--- src/hdl/cpv_pkg.sv ---
package cpv_pkg;

  localparam int unsigned COORD_WIDTH_DEF = 24;
  localparam int unsigned FIFO_AW = 2;
  localparam int unsigned FIFO_DEPTH = 1 << FIFO_AW;

  typedef struct packed {
    logic hit;
    logic coin;
    logic sx;
    logic sy;
  } cpv_flags_t;

  localparam int unsigned FLAGS_W = $bits(cpv_flags_t);

endpackage

--- src/hdl/cpv_front.sv ---
module cpv_front #(
  parameter int unsigned W = cpv_pkg::COORD_WIDTH_DEF
) (
  input  logic                clk_i,
  input  logic                rst_ni,
  input  logic                valid_i,
  output logic                ready_o,
  input  logic [W-1:0]        ax_i,
  input  logic [W-1:0]        ay_i,
  input  logic [W-1:0]        bx_i,
  input  logic [W-1:0]        by_i,
  input  logic [W-2:0]        radius_a_i,
  input  logic [W-2:0]        radius_b_i,
  output logic                valid_o,
  input  logic                ready_i,
  output logic [2*W-1:0]      dist2_o,
  output logic [W-1:0]        mx_o,
  output logic [W-1:0]        my_o,
  output logic [W-1:0]        sum_o,
  output cpv_pkg::cpv_flags_t flags_o
);
  import cpv_pkg::*;

  logic adv;
  logic v1_q, v2_q, v3_q;

  logic [W:0]   dx, dy;
  logic [W:0]   mx1_q, my1_q, mx2_q, my2_q;
  logic         sx1_q, sy1_q, sx2_q, sy2_q;
  logic [W-1:0] sum1_q, sum2v_q;
  logic [2*W+1:0] x2_full, y2_full;
  logic [2*W:0]   x2_q, y2_q;
  logic [2*W-1:0] sq_q;
  logic [2*W+1:0] dist2;
  logic           hit;

  logic [2*W-1:0] dist2_q;
  logic [W-1:0]   mx3_q, my3_q, sum3_q;
  cpv_flags_t     flags_q;

  assign adv     = ~v3_q | ready_i;
  assign ready_o = adv;
  assign valid_o = v3_q;

  assign dx = {ax_i[W-1], ax_i} - {bx_i[W-1], bx_i};
  assign dy = {ay_i[W-1], ay_i} - {by_i[W-1], by_i};

  assign x2_full = mx1_q * mx1_q;
  assign y2_full = my1_q * my1_q;

  assign dist2 = {1'b0, x2_q} + {1'b0, y2_q};
  assign hit   = dist2 < {2'b00, sq_q};

  always_ff @(posedge clk_i or negedge rst_ni) begin
    if (!rst_ni) begin
      v1_q <= 1'b0;
      v2_q <= 1'b0;
      v3_q <= 1'b0;
    end else if (adv) begin
      v1_q <= valid_i;
      v2_q <= v1_q;
      v3_q <= v2_q;
    end
  end

  always_ff @(posedge clk_i) begin
    if (adv) begin
      sx1_q  <= dx[W];
      sy1_q  <= dy[W];
      mx1_q  <= dx[W] ? (~dx + 1'b1) : dx;
      my1_q  <= dy[W] ? (~dy + 1'b1) : dy;
      sum1_q <= {1'b0, radius_a_i} + {1'b0, radius_b_i};

      x2_q    <= x2_full[2*W:0];
      y2_q    <= y2_full[2*W:0];
      sq_q    <= sum1_q * sum1_q;
      mx2_q   <= mx1_q;
      my2_q   <= my1_q;
      sx2_q   <= sx1_q;
      sy2_q   <= sy1_q;
      sum2v_q <= sum1_q;

      dist2_q      <= dist2[2*W-1:0];
      mx3_q        <= mx2_q[W-1:0];
      my3_q        <= my2_q[W-1:0];
      sum3_q       <= sum2v_q;
      flags_q.hit  <= hit;
      flags_q.coin <= hit & (dist2 == '0);
      flags_q.sx   <= sx2_q;
      flags_q.sy   <= sy2_q;
    end
  end

  assign dist2_o = dist2_q;
  assign mx_o    = mx3_q;
  assign my_o    = my3_q;
  assign sum_o   = sum3_q;
  assign flags_o = flags_q;

endmodule

--- config.mk ---
export PLATFORM = sky130hd
export DESIGN_NAME = cpv_front
export DESIGN_NICKNAME = d
export VERILOG_FILES = /design/src/hdl/cpv_pkg.sv /design/src/hdl/cpv_front.sv
export SDC_FILE = /design/constraint.sdc
export NUM_CORES = 2
export LEC_CHECK = 0
export BUFFER_PORTS_ARGS = -buffer_cell sky130_fd_sc_hd__clkbuf_2
export CORE_MARGIN = 2
export CORE_UTILIZATION = 45
export DETAILED_ROUTE_END_ITERATION = 12
export GPL_TIMING_DRIVEN = 0
export HOLD_SLACK_MARGIN = 0.12
export PLACE_DENSITY = 0.69
export SLEW_MARGIN = 10
export SYNTH_ARGS = -nofsm -noshare
export SYNTH_HDL_FRONTEND = slang
export SYNTH_SLANG_ARGS = --single-unit
--- constraint.sdc ---
create_clock -name clk_i -period 31.9 [get_ports clk_i]
set_input_delay 3.19 -clock clk_i [delete_from_list [all_inputs] [get_ports clk_i]]
set_output_delay 3.19 -clock clk_i [all_outputs]
set_load 0.02 [all_outputs]
==> flow_summary.toml <==
[status]
status = "finished with violations"
violations = "DRC"

[route]
ant_nets = 0
totalWireLength_um = 187000
drtIter0Drc = 3703
drc = 1
vias = 50229
dr.pass1.iters = 10
routedWlPerCell_um = 19.4
viasPerCell = 5.20

[synthesis]
yosys.area.top_type = "fa_1"
ys_ff_latch = 417
synth_area_leaders = "fa_1 (38%), edfxtp_1 (17%), ha_1 (12%), inv_1 (11%), and2_1 (3.2%)"
ys_warn_count = 0
syn_inst = 7203
synth_top_family_by_area = "adder cells"
yosysUniqueCellTypes = 80
synth_common_cells = "inv_1 (2052), fa_1 (1357), ha_1 (714)"
synthXorXnorAreaFrac_pct = 3.71
synth_top_cell_area_share_pct = 38.0
netlist_area_um2 = 71500
synth_async_sr_flop_share_pct = 0.719
synth_compound_area_share_pct = 6.57
synth_fp_nets = 9420
synth_edf_count = 414
synthAdderAreaFrac_pct = 50.5
avgSynthCellArea_um2 = 9.92
synthMuxAreaShare_pct = 0.121
ys_dominant_reg_cell = "edfxtp_1"
synth-simple-area-share_pct = 9.92
synth_most_common_cell = "inv_1"
ys_seq_area_share_pct = 17.5

[setup_path]
start_kind = "flop"
rr_startpoint = "mx1_q[4]$_DFFE_PP_"
cp_max_fo = 10
cp_top_family = "adder cells"
slowest_delay_ps = 670
r2r_cells = 27
critPathKind = "reg2reg"
cp_slowest_cell = "clkbuf_1"
cp_num_buf_inv = 7
required_ps = 32320
reg2reg_to = "x2_q[48]$_DFFE_PP_"
r2r_setup_slack_ps = 22440
arrival_ps = 9880
endpoint_kind = "flop"
path_common_cell = "fa_1"

[final_layout]
multiInputGateArea_um2 = 50600
nNetsFinal = 9752
fill_cells = 14437
seq_area_um2 = 12500
area_delta_synth_final_pct = 8.20
drive_gt1_share_pct = 5.16

[global_routing]
antenna_found_initial = 12
grt_max_degree = 64
overflow = 0
grt_pass1_vias = 54259
grt_first_pass_wirelength_um = 297000
grt.total_usage_pct = 23.8

[floorplanning]
std_cell_rows = 146
design.die.area_um2 = 162000
fp.coreArea_um2 = 158000
start_util_pct = 45.2
ios = 272
die_x_um = 403
die_y_um = 403

[cts]
cts_tree = "yes"
htreeDepth = 2
cts_hold_buf = 0
cts-root-buf = "clkbuf_16"
postCtsSetupBuffers = 0
cts_buffers = 51
clk_pin_slew_ps = 60
cts_num_sinks = 417
insertion_delay_ps = 680
cts_max_path_buffers = 3
cts-resized-gates = 0

[placement]
port_buffers = 271
routabilityCongestion = 0.977
dpl.hpwl_um = 154000

[timing]
grt_setup_unrepaired = "false"
setup_viol = 0
setup_tns_ps = 0
tightest_slew_ps = 1350
skew_ps = 52.6
period_share_pct = 29.7
maxSlewViolCount = 0
period_needed_ps = 9460
slew_headroom_pct = 9.15
finalHoldViolCount = 0
timing.fmax_ghz = 0.106

[hold_path]
hold_path_depth = 0
hp-class = "reg2reg"
min_to = "my_o[9]$_DFFE_PP_"
min_from = "my2_q[9]$_DFFE_PP_"

[job]
cap_violations = 0
[cells by family after synthesis]
group | after synthesis
AOI/OAI and AO/OA | 732
xor gates and xnor gates | 303
adders and majority gates | 2071
buffers and inverters | 2223
DFF | 417
muxes | 8
and+or+nand+nor | 1449
[routing by layer]
layer / vias up / global-route usage (%) / routed length, um
met5: - / 0 / 7
met4: 2 / 8.81 / 8280
met3: 456 / 4.29 / 15700
met2: 1941 / 39.1 / 88000
met1: 25237 / 31.5 / 75200
li1: 22593 / - / -
[flip-flops by register name, indices dropped and copies added, names as in the netlist, 4 cells and up]
register,count
dist2_o,48
flags_o,4
mx1_q,25
mx2_q,24
mx_o,24
my1_q,25
my2_q,24
my_o,24
sq_q,46
sum1_q,24
sum2v_q,24
sum_o,24
x2_q,47
y2_q,47
[worst max path at each step]
stage	startpoint	end	cells after the start
6_report	mx1_q[4]$_DFFE_PP_	x2_q[48]$_DFFE_PP_	27
5_1_grt	mx1_q[1]$_DFFE_PP_	x2_q[48]$_DFFE_PP_	27
4_1_cts	my1_q[3]$_DFFE_PP_	y2_q[43]$_DFFE_PP_	28
3_5_place_dp	my1_q[3]$_DFFE_PP_	y2_q[43]$_DFFE_PP_	28
3_3_place_gp	ready_i	ready_o	3
2_1_floorplan	ready_i	ready_o	1
[worst register-to-register path: cells and delay by family, from the launching register on]
family / cells / cell delay, ps
xor gates and xnor gates: 1 / 130
adders and majority gates: 8 / 3940
buffers and inverters: 7 / 1610
DFF: 1 / 590
AOI/OAI and AO/OA: 6 / 1850
and+or+nand+nor: 5 / 1080
[cell type report]
cell class / instances / share of cell area (%)
multi-input cells: 4563 / 65.5
flip-flops and latches: 417 / 16.2
inverters: 2052 / 9.96
well taps: 2072 / 3.35
repair buffers: 279 / 2.00
clock buffers: 64 / 1.74
plain buffers: 171 / 0.830
clock inverters: 31 / 0.463
diodes: 3 / 0.00971
[cells in the final DEF, fill, tap and decap left out, drive strengths merged, types with 176 or more instances in the layout]
| cell type | instances |
|---|---|
| inv | 2057 |
| xnor2 | 176 |
| nor2 | 197 |
| nand2 | 591 |
| fa | 1357 |
| ha | 714 |
| clkbuf | 502 |
| edfxtp | 414 |
| a21oi | 242 |
| and2 | 361 |
[metrics by stage]
step	worst slack, ps	instance area (um2)	instances	hold slack [ps]	utilization (%)
after global placement	9450	75400	9546	401	47.7
final	22440	77300	9652	412	48.9
after global routing	22000	77300	9649	422	48.9
after CTS	22530	77300	9649	414	48.9
after detailed placement	22580	75600	9554	405	47.9
after floorplan	15440	71500	7203	400	-
Power is left out: the tool's default activity adds up to more than one toggle a clock period on the data nets, which glitch-free logic cannot reach.
