==> config.mk <==
export PLATFORM = sky130hd
export DESIGN_NAME = cpv_fifo
export DESIGN_NICKNAME = d
export VERILOG_FILES = /design/src/hdl/cpv_pkg.sv /design/src/hdl/cpv_fifo.sv
export SDC_FILE = /design/constraint.sdc
export NUM_CORES = 1
export LEC_CHECK = 0
export ABC_AREA = 1
export BUFFER_PORTS_ARGS = -buffer_cell sky130_fd_sc_hd__buf_4
export CAP_MARGIN = 0
export CORE_MARGIN = 5
export CORE_UTILIZATION = 50
export DETAILED_ROUTE_END_ITERATION = 12
export PLACE_DENSITY_LB_ADDON = 0.1
export SLEW_MARGIN = 20
export SYNTH_ARGS = -nofsm -noshare
export SYNTH_HDL_FRONTEND = slang
export SYNTH_SLANG_ARGS = --single-unit
==> constraint.sdc <==
create_clock -name clk_i -period 1.2 [get_ports clk_i]
set_input_delay 0.3 -clock clk_i [delete_from_list [all_inputs] [get_ports clk_i]]
set_output_delay 0.3 -clock clk_i [all_outputs]
set_load 0.005 [all_outputs]
==> src/hdl/cpv_pkg.sv <==
package cpv_pkg;

  localparam int unsigned COORD_WIDTH_DEF = 24;
  localparam int unsigned FIFO_AW = 2;
  localparam int unsigned FIFO_DEPTH = 1 << FIFO_AW;

  typedef struct packed {
    logic hit;
    logic coin;
    logic sx;
    logic sy;
  } cpv_flags_t;

  localparam int unsigned FLAGS_W = $bits(cpv_flags_t);

endpackage

==> src/hdl/cpv_fifo.sv <==
module cpv_fifo #(
  parameter int unsigned DW = 8
) (
  input  logic          clk_i,
  input  logic          rst_ni,
  input  logic          push_i,
  input  logic [DW-1:0] data_i,
  output logic          full_o,
  input  logic          pop_i,
  output logic [DW-1:0] data_o,
  output logic          empty_o
);
  import cpv_pkg::*;

  logic [DW-1:0]      mem_q [FIFO_DEPTH];
  logic [FIFO_AW-1:0] wr_q, rd_q;
  logic [FIFO_AW:0]   cnt_q;

  assign full_o  = (cnt_q == FIFO_AW'(0) + (FIFO_AW+1)'(FIFO_DEPTH));
  assign empty_o = (cnt_q == '0);
  assign data_o  = mem_q[rd_q];

  always_ff @(posedge clk_i or negedge rst_ni) begin
    if (!rst_ni) begin
      wr_q  <= '0;
      rd_q  <= '0;
      cnt_q <= '0;
    end else begin
      if (push_i) wr_q <= wr_q + 1'b1;
      if (pop_i)  rd_q <= rd_q + 1'b1;
      if (push_i && !pop_i) cnt_q <= cnt_q + 1'b1;
      else if (!push_i && pop_i) cnt_q <= cnt_q - 1'b1;
    end
  end

  always_ff @(posedge clk_i) begin
    if (push_i) mem_q[wr_q] <= data_i;
  end

endmodule

==> qor.yml, run 1 <==
status: "finished with violations"
violations: "negative setup slack"
grt_pass1_vias: 1130
synth_top_area_share: 0.5630
post_drt_wl_per_cell_um: 13.57
tns_ps: -4120
nets: 203
p_clk_frac: 0.119
gp_congestion: 0.8097
finalHoldViolCount: 0
ys_ff_latch: 39
netlist_area_mm2: 0.001707
cts_buffer_depth: 2
vdd_drop_max_mv: 1.422
multi_input_area_um2: 500.5
avgSynthCellArea_um2: 12.10
power_frac_comb: 0.483
ios: 22
rows: 21
drive_gt1_frac: 0.4032
postRouteAntennaNets: 0
die_y_um: 68.43
slew_viol_final: 0
maxCapViolations: 0
path_max_fanout: 32
cp.arrival_ps: 1350
ys_seq_area_frac: 0.6657
total_leakage_power_nw: 0.9720
die_x_um: 68.43
drc: 0
vias: 1113
crit_type: "register to primary output"
clk_pin_slew_worst_paths_ps: 110
synth_top_area_cell: "edfxtp_1"
cts_sinks: 39
slew_headroom: 0.8742
ys.flop_type: "edfxtp_1"
finalCritPeriodShare: 1.372
p_sw_mw: 1.757
cts_htree_levels: 2
fin_skew_ps: 7.212
cp-end-kind: "primary output"
diodes: 0
synth_top_family_by_area: "buffers and inverters"
numCtsBuffers: 5
power_density_mw_per_mm2: 2256
worst_pin_slew_ps: 188.8
drtPass1Iterations: 4
dieArea_mm2: 0.004682
hold_class: "input pin to register"
cp_data_required_time_ps: 900
grt_max_degree: 33
core_mm2: 0.003311
yosys.area_share.adder: 0.04839
dpl.hpwl_um: 2111
ys_types: 18
cts_root_buf: "clkbuf_4"
synth_common_cells: "37 x nand2_1, 32 x edfxtp_1, 27 x inv_1"
synth.mux.area_fraction: 0
synthTopCellsByArea: "edfxtp_1 56%, dfrtp_1 10%, nand2_1 8.1%"
synth_edf_count: 32
ff_latch_area_mm2: 0.001139
fmax_ghz: 0.6073
clock_latency_ps: 330
startpoint_type: "register"
synth_simple_gate_area_share: 0.09384
via_per_inst: 4.797
grt_pass1_wl_um: 5292
synth_compound_area_frac: 0.07625
rsz0062_at_grt: "yes"
port-buffer-count: 21
cts_tree: "built"
grt-ovfl-total: 0
async_reset_ff_frac: 0.1795
setup_violations: 17
start_util: 0.5155
yosys_warnings: 0
finalCriticalPeriod_ps: 1647
whs_ps: 156.2
cellInternalPower_mw: 3.343
finalWorstSetupSlack_ps: -446.7
synth_nets: 159
synth_xor_xnor_area_share: 0.02053
drt_iter0_drc: 42
pwr-share-seq: 0.398
antenna_found_initial: 0
routed_wl_um: 3149
switching_share: 0.3446
yosysMostFrequentCell: "nand2_1"
synthToLayoutAreaGrowth_pct: 32.48
track_usage: 0.1622
syn-instance-count: 141
n_fill_cell: 239
## registers in the layout, summed over array words and instances (netlist names)
register,flops
mem_q,32
cnt_q,3
rd_q,2
wr_q,2
## repair_timing
item,CTS,global route
endpoints found under the hold margin,7,0
hold buffers,1,0
pin swaps,5,12
resized for setup,12,25
endpoints found under the setup margin,34,44
setup buffers,4,4
## cell type report
| type | count | share of cell area |
|---|---|---|
| flip-flops and latches | 39 | 0.5036 |
| well taps | 46 | 0.02546 |
| clock buffers | 6 | 0.01826 |
| clock inverters | 2 | 0.003874 |
| inverters | 28 | 0.04870 |
| multi-input cells | 68 | 0.2214 |
| repair buffers | 43 | 0.1787 |
## metal layers
metal  vias to the layer above  wire, µm  GRT usage
met5                         -         0          0
met4                         0        48    0.07692
met3                         7       152    0.05747
met2                        22      1702     0.2741
met1                       528      1244     0.1807
li1                        556         -          -
## worst max-delay path: stages (launching register included)
cell and delay, ps:
dfrtp_1 420, buf_12 170, o211ai_1 180, nand2_1 80
buf_4 140
## logic make-up after synthesis
logic type	after synthesis
AOI/OAI and AO/OA	17
xor gates and xnor gates	4
adders and majority gates	6
buffers and inverters	34
and+or+nand+nor	41
DFF	39
## through the flow
| stage | instances | setup WS [ps] | total power [mW] | area, µm² | utilization |
|---|---|---|---|---|---|
| detailed placement | 215 | -219.1 | 3.931 | 2017 | 0.6092 |
| global route | 232 | -554.9 | 5.481 | 2261 | 0.6829 |
| CTS | 228 | -464.7 | 4.761 | 2136 | 0.6451 |
| finish | 232 | -446.7 | 5.100 | 2261 | 0.6829 |
| global placement | 215 | -135.8 | 3.823 | 2017 | 0.6092 |
| floorplan | 141 | 8.447 | 3.086 | 1722 | - |
## layout by cell type, fill, tap and decap left out
cell type,Yosys,layout
clkbuf_4,0,5
clkinv_1,0,1
ha_4,0,5
inv_1,27,18
xor2_1,3,3
nand2_2,0,5
inv_4,1,2
edfxtp_1,32,32
dlygate4sd3_1,0,1
inv_2,0,8
o21ai_1,1,1
nand3_2,0,1
clkinv_2,0,1
o211ai_2,1,1
buf_12,0,3
dfrtp_1,7,5
nand2_1,37,32
fa_2,0,1
clkbuf_1,0,1
buf_4,0,28
nand4_1,1,1
xnor2_1,1,1
o211ai_1,15,15
dfrtp_2,0,2
nor3_2,0,2
buf_6,4,11
## power groups by stage
stage                     registers, mW  clock network, mW  logic, mW
after floorplan                    1.96                  0       1.13
after global placement             2.02                  0       1.81
after detailed placement           2.03                  0       1.90
after CTS                          1.99              0.631       2.14
after global routing               2.06              0.688       2.73
final                              2.03              0.608       2.46
## worst paths after layout
path / startpoint / to / slack, ps / cells after the start
hold reg to reg: cnt_q[2] / cnt_q[2] / 560 / 2
setup reg to reg: cnt_q[0] / cnt_q[2] / -190 / 6
min in group asynchronous: rst_ni / rd_q[0] / 290 / 2
hold / removal: data_i[1] / mem_q[1][1] / 160 / 1
max in group asynchronous: rst_ni / wr_q[0] / 770 / 2
setup / recovery: rd_q[0] / data_o[6] / -450 / 4
Power figures use the tool's default switching activity.
==> inputs of run 2 (changes only) <==
CORE_UTILIZATION = 56   (was 50)
CTS_CLUSTER_DIAMETER = 40   (was default)
REMOVE_ABC_BUFFERS = 1   (was default)
clock period = 1.7 ns   (was 1.2 ns; I/O delays follow)
==> qor.yml, run 2 (synthesis results as in run 1) <==
status: "finished with violations"
violations: "negative setup slack"
grt_pass1_vias: 1024
drive_gt1_frac: 0.1964
slew_headroom: 0.7387
clock_latency_ps: 330
maxCapViolations: 0
p_clk_frac: 0.218
largest_registers: "mem_q: 32 flops, cnt_q: 3 flops"
layout_common_cells: "37 x nand2_1, 32 x edfxtp_1, 27 x inv_1, 21 x buf_4, 15 x o211ai_1"
cts_tree: "built"
drc: 0
power_density_mw_per_mm2: 1676
crit_buf_inv: 2
final_core_util: 0.6731
worst_pin_slew_ps: 391.5
placed_cells: 191
postRouteAntennaNets: 0
cp.arrival_ps: 1330
hold_class: "input pin to register"
ios: 22
numCtsBuffers: 5
slew_viol_final: 0
startpoint_type: "register"
cts_sinks: 39
finalCriticalPeriod_ps: 1751
drtPass1Iterations: 4
fmax_ghz: 0.5711
fin_skew_ps: 13.13
port-buffer-count: 21
finalHoldViolCount: 0
cp_cell_sequence: "buf_12 -> o211ai_1 -> nand2_1 -> buf_4"
gp_congestion: 0.6924
post_drt_wl_per_cell_um: 13.33
core_mm2: 0.002978
slowest_stage: "dfrtp_1"
synthToLayoutAreaGrowth_pct: 17.45
total_leakage_power_nw: 0.8985
pwr-share-seq: 0.421
antenna_found_initial: 0
dieArea_mm2: 0.004252
cp-end-kind: "primary output"
mostFrequentLayoutCell: "nand2_1"
rsz0062_at_grt: "yes"
path_max_fanout: 32
nets: 185
cellInternalPower_mw: 2.317
finalWorstSetupSlack_ps: -50.90
cts_htree_levels: 2
switching_share: 0.3101
largest_register: "mem_q"
cp_data_required_time_ps: 1270
vdd_drop_max_mv: 0.8527
fin_cells: 201
p_sw_mw: 1.042
diodes: 0
cp_slowest_stage_delay_ps: 420
drt_iter0_drc: 28
routed_wl_um: 2680
vias: 1018
track_usage: 0.1443
finalCritPeriodShare: 1.030
setup_violations: 8
rows: 20
die_y_um: 65.21
cts_buffer_depth: 2
tns_ps: -260.4
cts_root_buf: "clkbuf_4"
grt_max_degree: 33
via_per_inst: 5.065
dpl.hpwl_um: 1937
power_frac_comb: 0.361
largest_register_ffs: 32
die_x_um: 65.21
crit_type: "register to primary output"
grt-ovfl-total: 0
grt_pass1_wl_um: 4574
clk_pin_slew_worst_paths_ps: 110
start_util: 0.5731
crit_family: "flip-flops"
==> run 2: cell type report <==
class,count,area [µm²]
tap,33,41.29
inverter,28,107.6
fill,213,973.4
timing repair buffer,25,210.2
clock inverter,2,60.06
multi-input combinational,68,407.9
sequential,39,1136
clock buffer,6,41.29
==> run 2: routing by layer <==
| metal | share of wire | up-vias | GRT usage |
|---|---|---|---|
| met5 | 0 | - | 0 |
| met4 | 0.0056 | 0 | 0.03109 |
| met3 | 0.051 | 2 | 0.05470 |
| met2 | 0.52 | 21 | 0.2604 |
| met1 | 0.42 | 478 | 0.1610 |
| li1 | - | 517 | - |
==> run 2: worst paths after layout <==
path,startpoint,end,slack [ps],cells past startpoint
setup / recovery,rd_q[0],data_o[1],-50,4
hold / removal,data_i[7],mem_q[1][7],280,1
setup reg to reg,wr_q[0],mem_q[0][3],300,4
hold reg to reg,cnt_q[2],cnt_q[2],520,2
max in group asynchronous,rst_ni,rd_q[1],1140,2
min in group asynchronous,rst_ni,wr_q[1],430,2
==> run 2: power groups by stage <==
| stage | Clock (mW) | Combinational [mW] | Sequential, mW |
|---|---|---|---|
| 6_report | 0.732 | 1.21 | 1.41 |
| 4_1_cts | 0.746 | 1.24 | 1.41 |
| 5_1_grt | 0.787 | 1.37 | 1.44 |
| 2_1_floorplan | 0 | 0.564 | 1.48 |
| 3_5_place_dp | 0 | 1.19 | 1.44 |
| 3_3_place_gp | 0 | 1.12 | 1.43 |
==> run 2: what timing repair did <==
action,CTS,global route
endpoints found under the setup margin,8,8
hold endpoints to repair,7,0
gates resized for setup,2,0
hold buffers,1,0
buffers inserted,1,0
pin swaps,1,3
==> run 2: stage by stage <==
stage	cell area (µm²)	hold slack [ps]	power (mW)	worst slack (ps)
CTS	2004	275.3	3.401	-59.29
detailed placement	1878	242.5	2.630	85.42
floorplan	1652	129.4	2.049	168.3
global route	2004	258.9	3.602	-152.1
finish	2004	284.2	3.359	-50.90
global placement	1878	242.8	2.554	176.5
==> inputs of run 3 (changes only) <==
--- a/config.mk
+++ b/config.mk
@@ -9,3 +9,2 @@
 export BUFFER_PORTS_ARGS = -buffer_cell sky130_fd_sc_hd__buf_4
-export CAP_MARGIN = 0
 export CORE_MARGIN = 5
--- a/constraint.sdc
+++ b/constraint.sdc
@@ -3,2 +3,2 @@
 set_output_delay 0.425 -clock clk_i [all_outputs]
-set_load 0.005 [all_outputs]
+set_load 0.02 [all_outputs]
==> qor.yml, run 3 (synthesis results as in run 1) <==
status: "finished with violations"
violations: "negative setup slack"
cts_buffer_depth: 2
routed_wl_um: 2686
die_y_um: 65.21
wl_met2_um: 1403
final_area_mm2: 0.002028
wl_met1_um: 1133
finalCritPeriodShare: 1.034
layout_common_cells: "37 x nand2_1, 32 x edfxtp_1, 27 x inv_1, 15 x o211ai_1, 15 x buf_4"
via_per_inst: 5.070
path_max_fanout: 32
die_x_um: 65.21
drive_gt1_frac: 0.2024
dr_wl_met3_um: 134
dpl_cell_area_mm2: 0.001878
postRouteAntennaNets: 0
largest_register: "mem_q"
ios: 22
core_mm2: 0.002978
finalCriticalPeriod_ps: 1758
total_leakage_power_nw: 0.9049
dpl.hpwl_um: 1937
cp.arrival_ps: 1330
grt_max_degree: 33
fin_skew_ps: 10.41
drt_iter0_drc: 30
finalHoldViolCount: 0
vdd_drop_max_mv: 0.8516
rows: 20
rsz0062_at_grt: "yes"
worst_pin_slew_ps: 390.6
grt-ovfl-total: 0
maxCapViolations: 0
antenna_found_initial: 0
port-buffer-count: 21
cts_root_buf: "clkbuf_4"
slew_headroom: 0.7393
cts_tree: "built"
dp_slack_ps: 85.42
fmax_ghz: 0.5688
cp_data_required_time_ps: 1270
cp-end-kind: "primary output"
clk_pin_slew_worst_paths_ps: 100
hold_class: "input pin to register"
whs_ps: 285.5
startpoint_type: "register"
final_core_util: 0.6811
largest_register_ffs: 32
cts_htree_levels: 2
synthToLayoutAreaGrowth_pct: 18.84
nets: 185
mostFrequentLayoutCell: "nand2_1"
start_util: 0.5731
drtPass1Iterations: 5
post_drt_wl_per_cell_um: 13.36
numCtsBuffers: 5
gp_congestion: 0.6924
drc: 0
clock_latency_ps: 330
dieArea_mm2: 0.004252
vias: 1019
top_layer_used: "met4"
n_fill_cell: 212
grt_pass1_vias: 1024
grt_pass1_wl_um: 4588
multi_input_area_um2: 407.9
ff_latch_area_mm2: 0.001137
power_mw: 3.653
largest_registers: "mem_q: 32 flops, cnt_q: 3 flops"
diodes: 0
slew_viol_final: 0
finalWorstSetupSlack_ps: -58.07
crit_type: "register to primary output"
cts_sinks: 39
setup_violations: 8
track_usage: 0.1447
power_density_mw_per_mm2: 1801
[run 3: path summary, 6_finish.rpt]
| path | end | slack, ps | from | cells after the start |
|---|---|---|---|---|
| worst min-delay path | rd_q[0] | 290 | pop_i | 2 |
| max in group asynchronous | rd_q[1] | 1130 | rst_ni | 2 |
| worst max register to register | mem_q[2][3] | 310 | wr_q[0] | 4 |
| min in group asynchronous | wr_q[1] | 430 | rst_ni | 2 |
| worst min register to register | cnt_q[2] | 520 | cnt_q[2] | 2 |
| worst max-delay path | data_o[4] | -60 | rd_q[0] | 4 |
[run 3: area by class of cell]
| cell class | instances | share of cell area |
|---|---|---|
| Timing Repair Buffer | 25 | 0.1147 |
| Sequential cell | 39 | 0.5608 |
| Inverter | 28 | 0.05305 |
| Multi-Input combinational cell | 68 | 0.2011 |
| Tap cell | 33 | 0.02036 |
| Clock inverter | 2 | 0.02961 |
| Clock buffer | 6 | 0.02036 |
[run 3: repair_timing]
item,in CTS,in global routing
setup buffers,1,0
resized for setup,8,1
pin swaps,0,7
setup endpoints to repair,8,8
hold endpoints to repair,7,0
hold buffers,1,0
gates cloned,0,0
[run 3: power by group]
| part | internal (mW) | total, mW | leakage [nW] | switching (mW) |
|---|---|---|---|---|
| clock | 0.459 | 0.729 | 0.0525 | 0.270 |
| combinational | 0.659 | 1.51 | 0.476 | 0.849 |
| sequential | 1.28 | 1.42 | 0.376 | 0.134 |
[run 3: critical path: stages (launching register included)]
cell and delay [ps]:
dfrtp_1 420, buf_12 180, o211ai_1 190, nand2_1 90
buf_6 130
[run 3: through the flow]
stage,std cells,setup TNS (ps)
after detailed placement,191,0
after global routing,201,-1074
after CTS,201,-487.3
after floorplan,135,0
final,201,-366.6
after global placement,191,0
[run 3: layer usage]
layer,up-vias,global-route usage
met4,0,0.03109
li1,517,-
met2,21,0.2604
met1,479,0.1621
met3,2,0.05470
met5,-,0
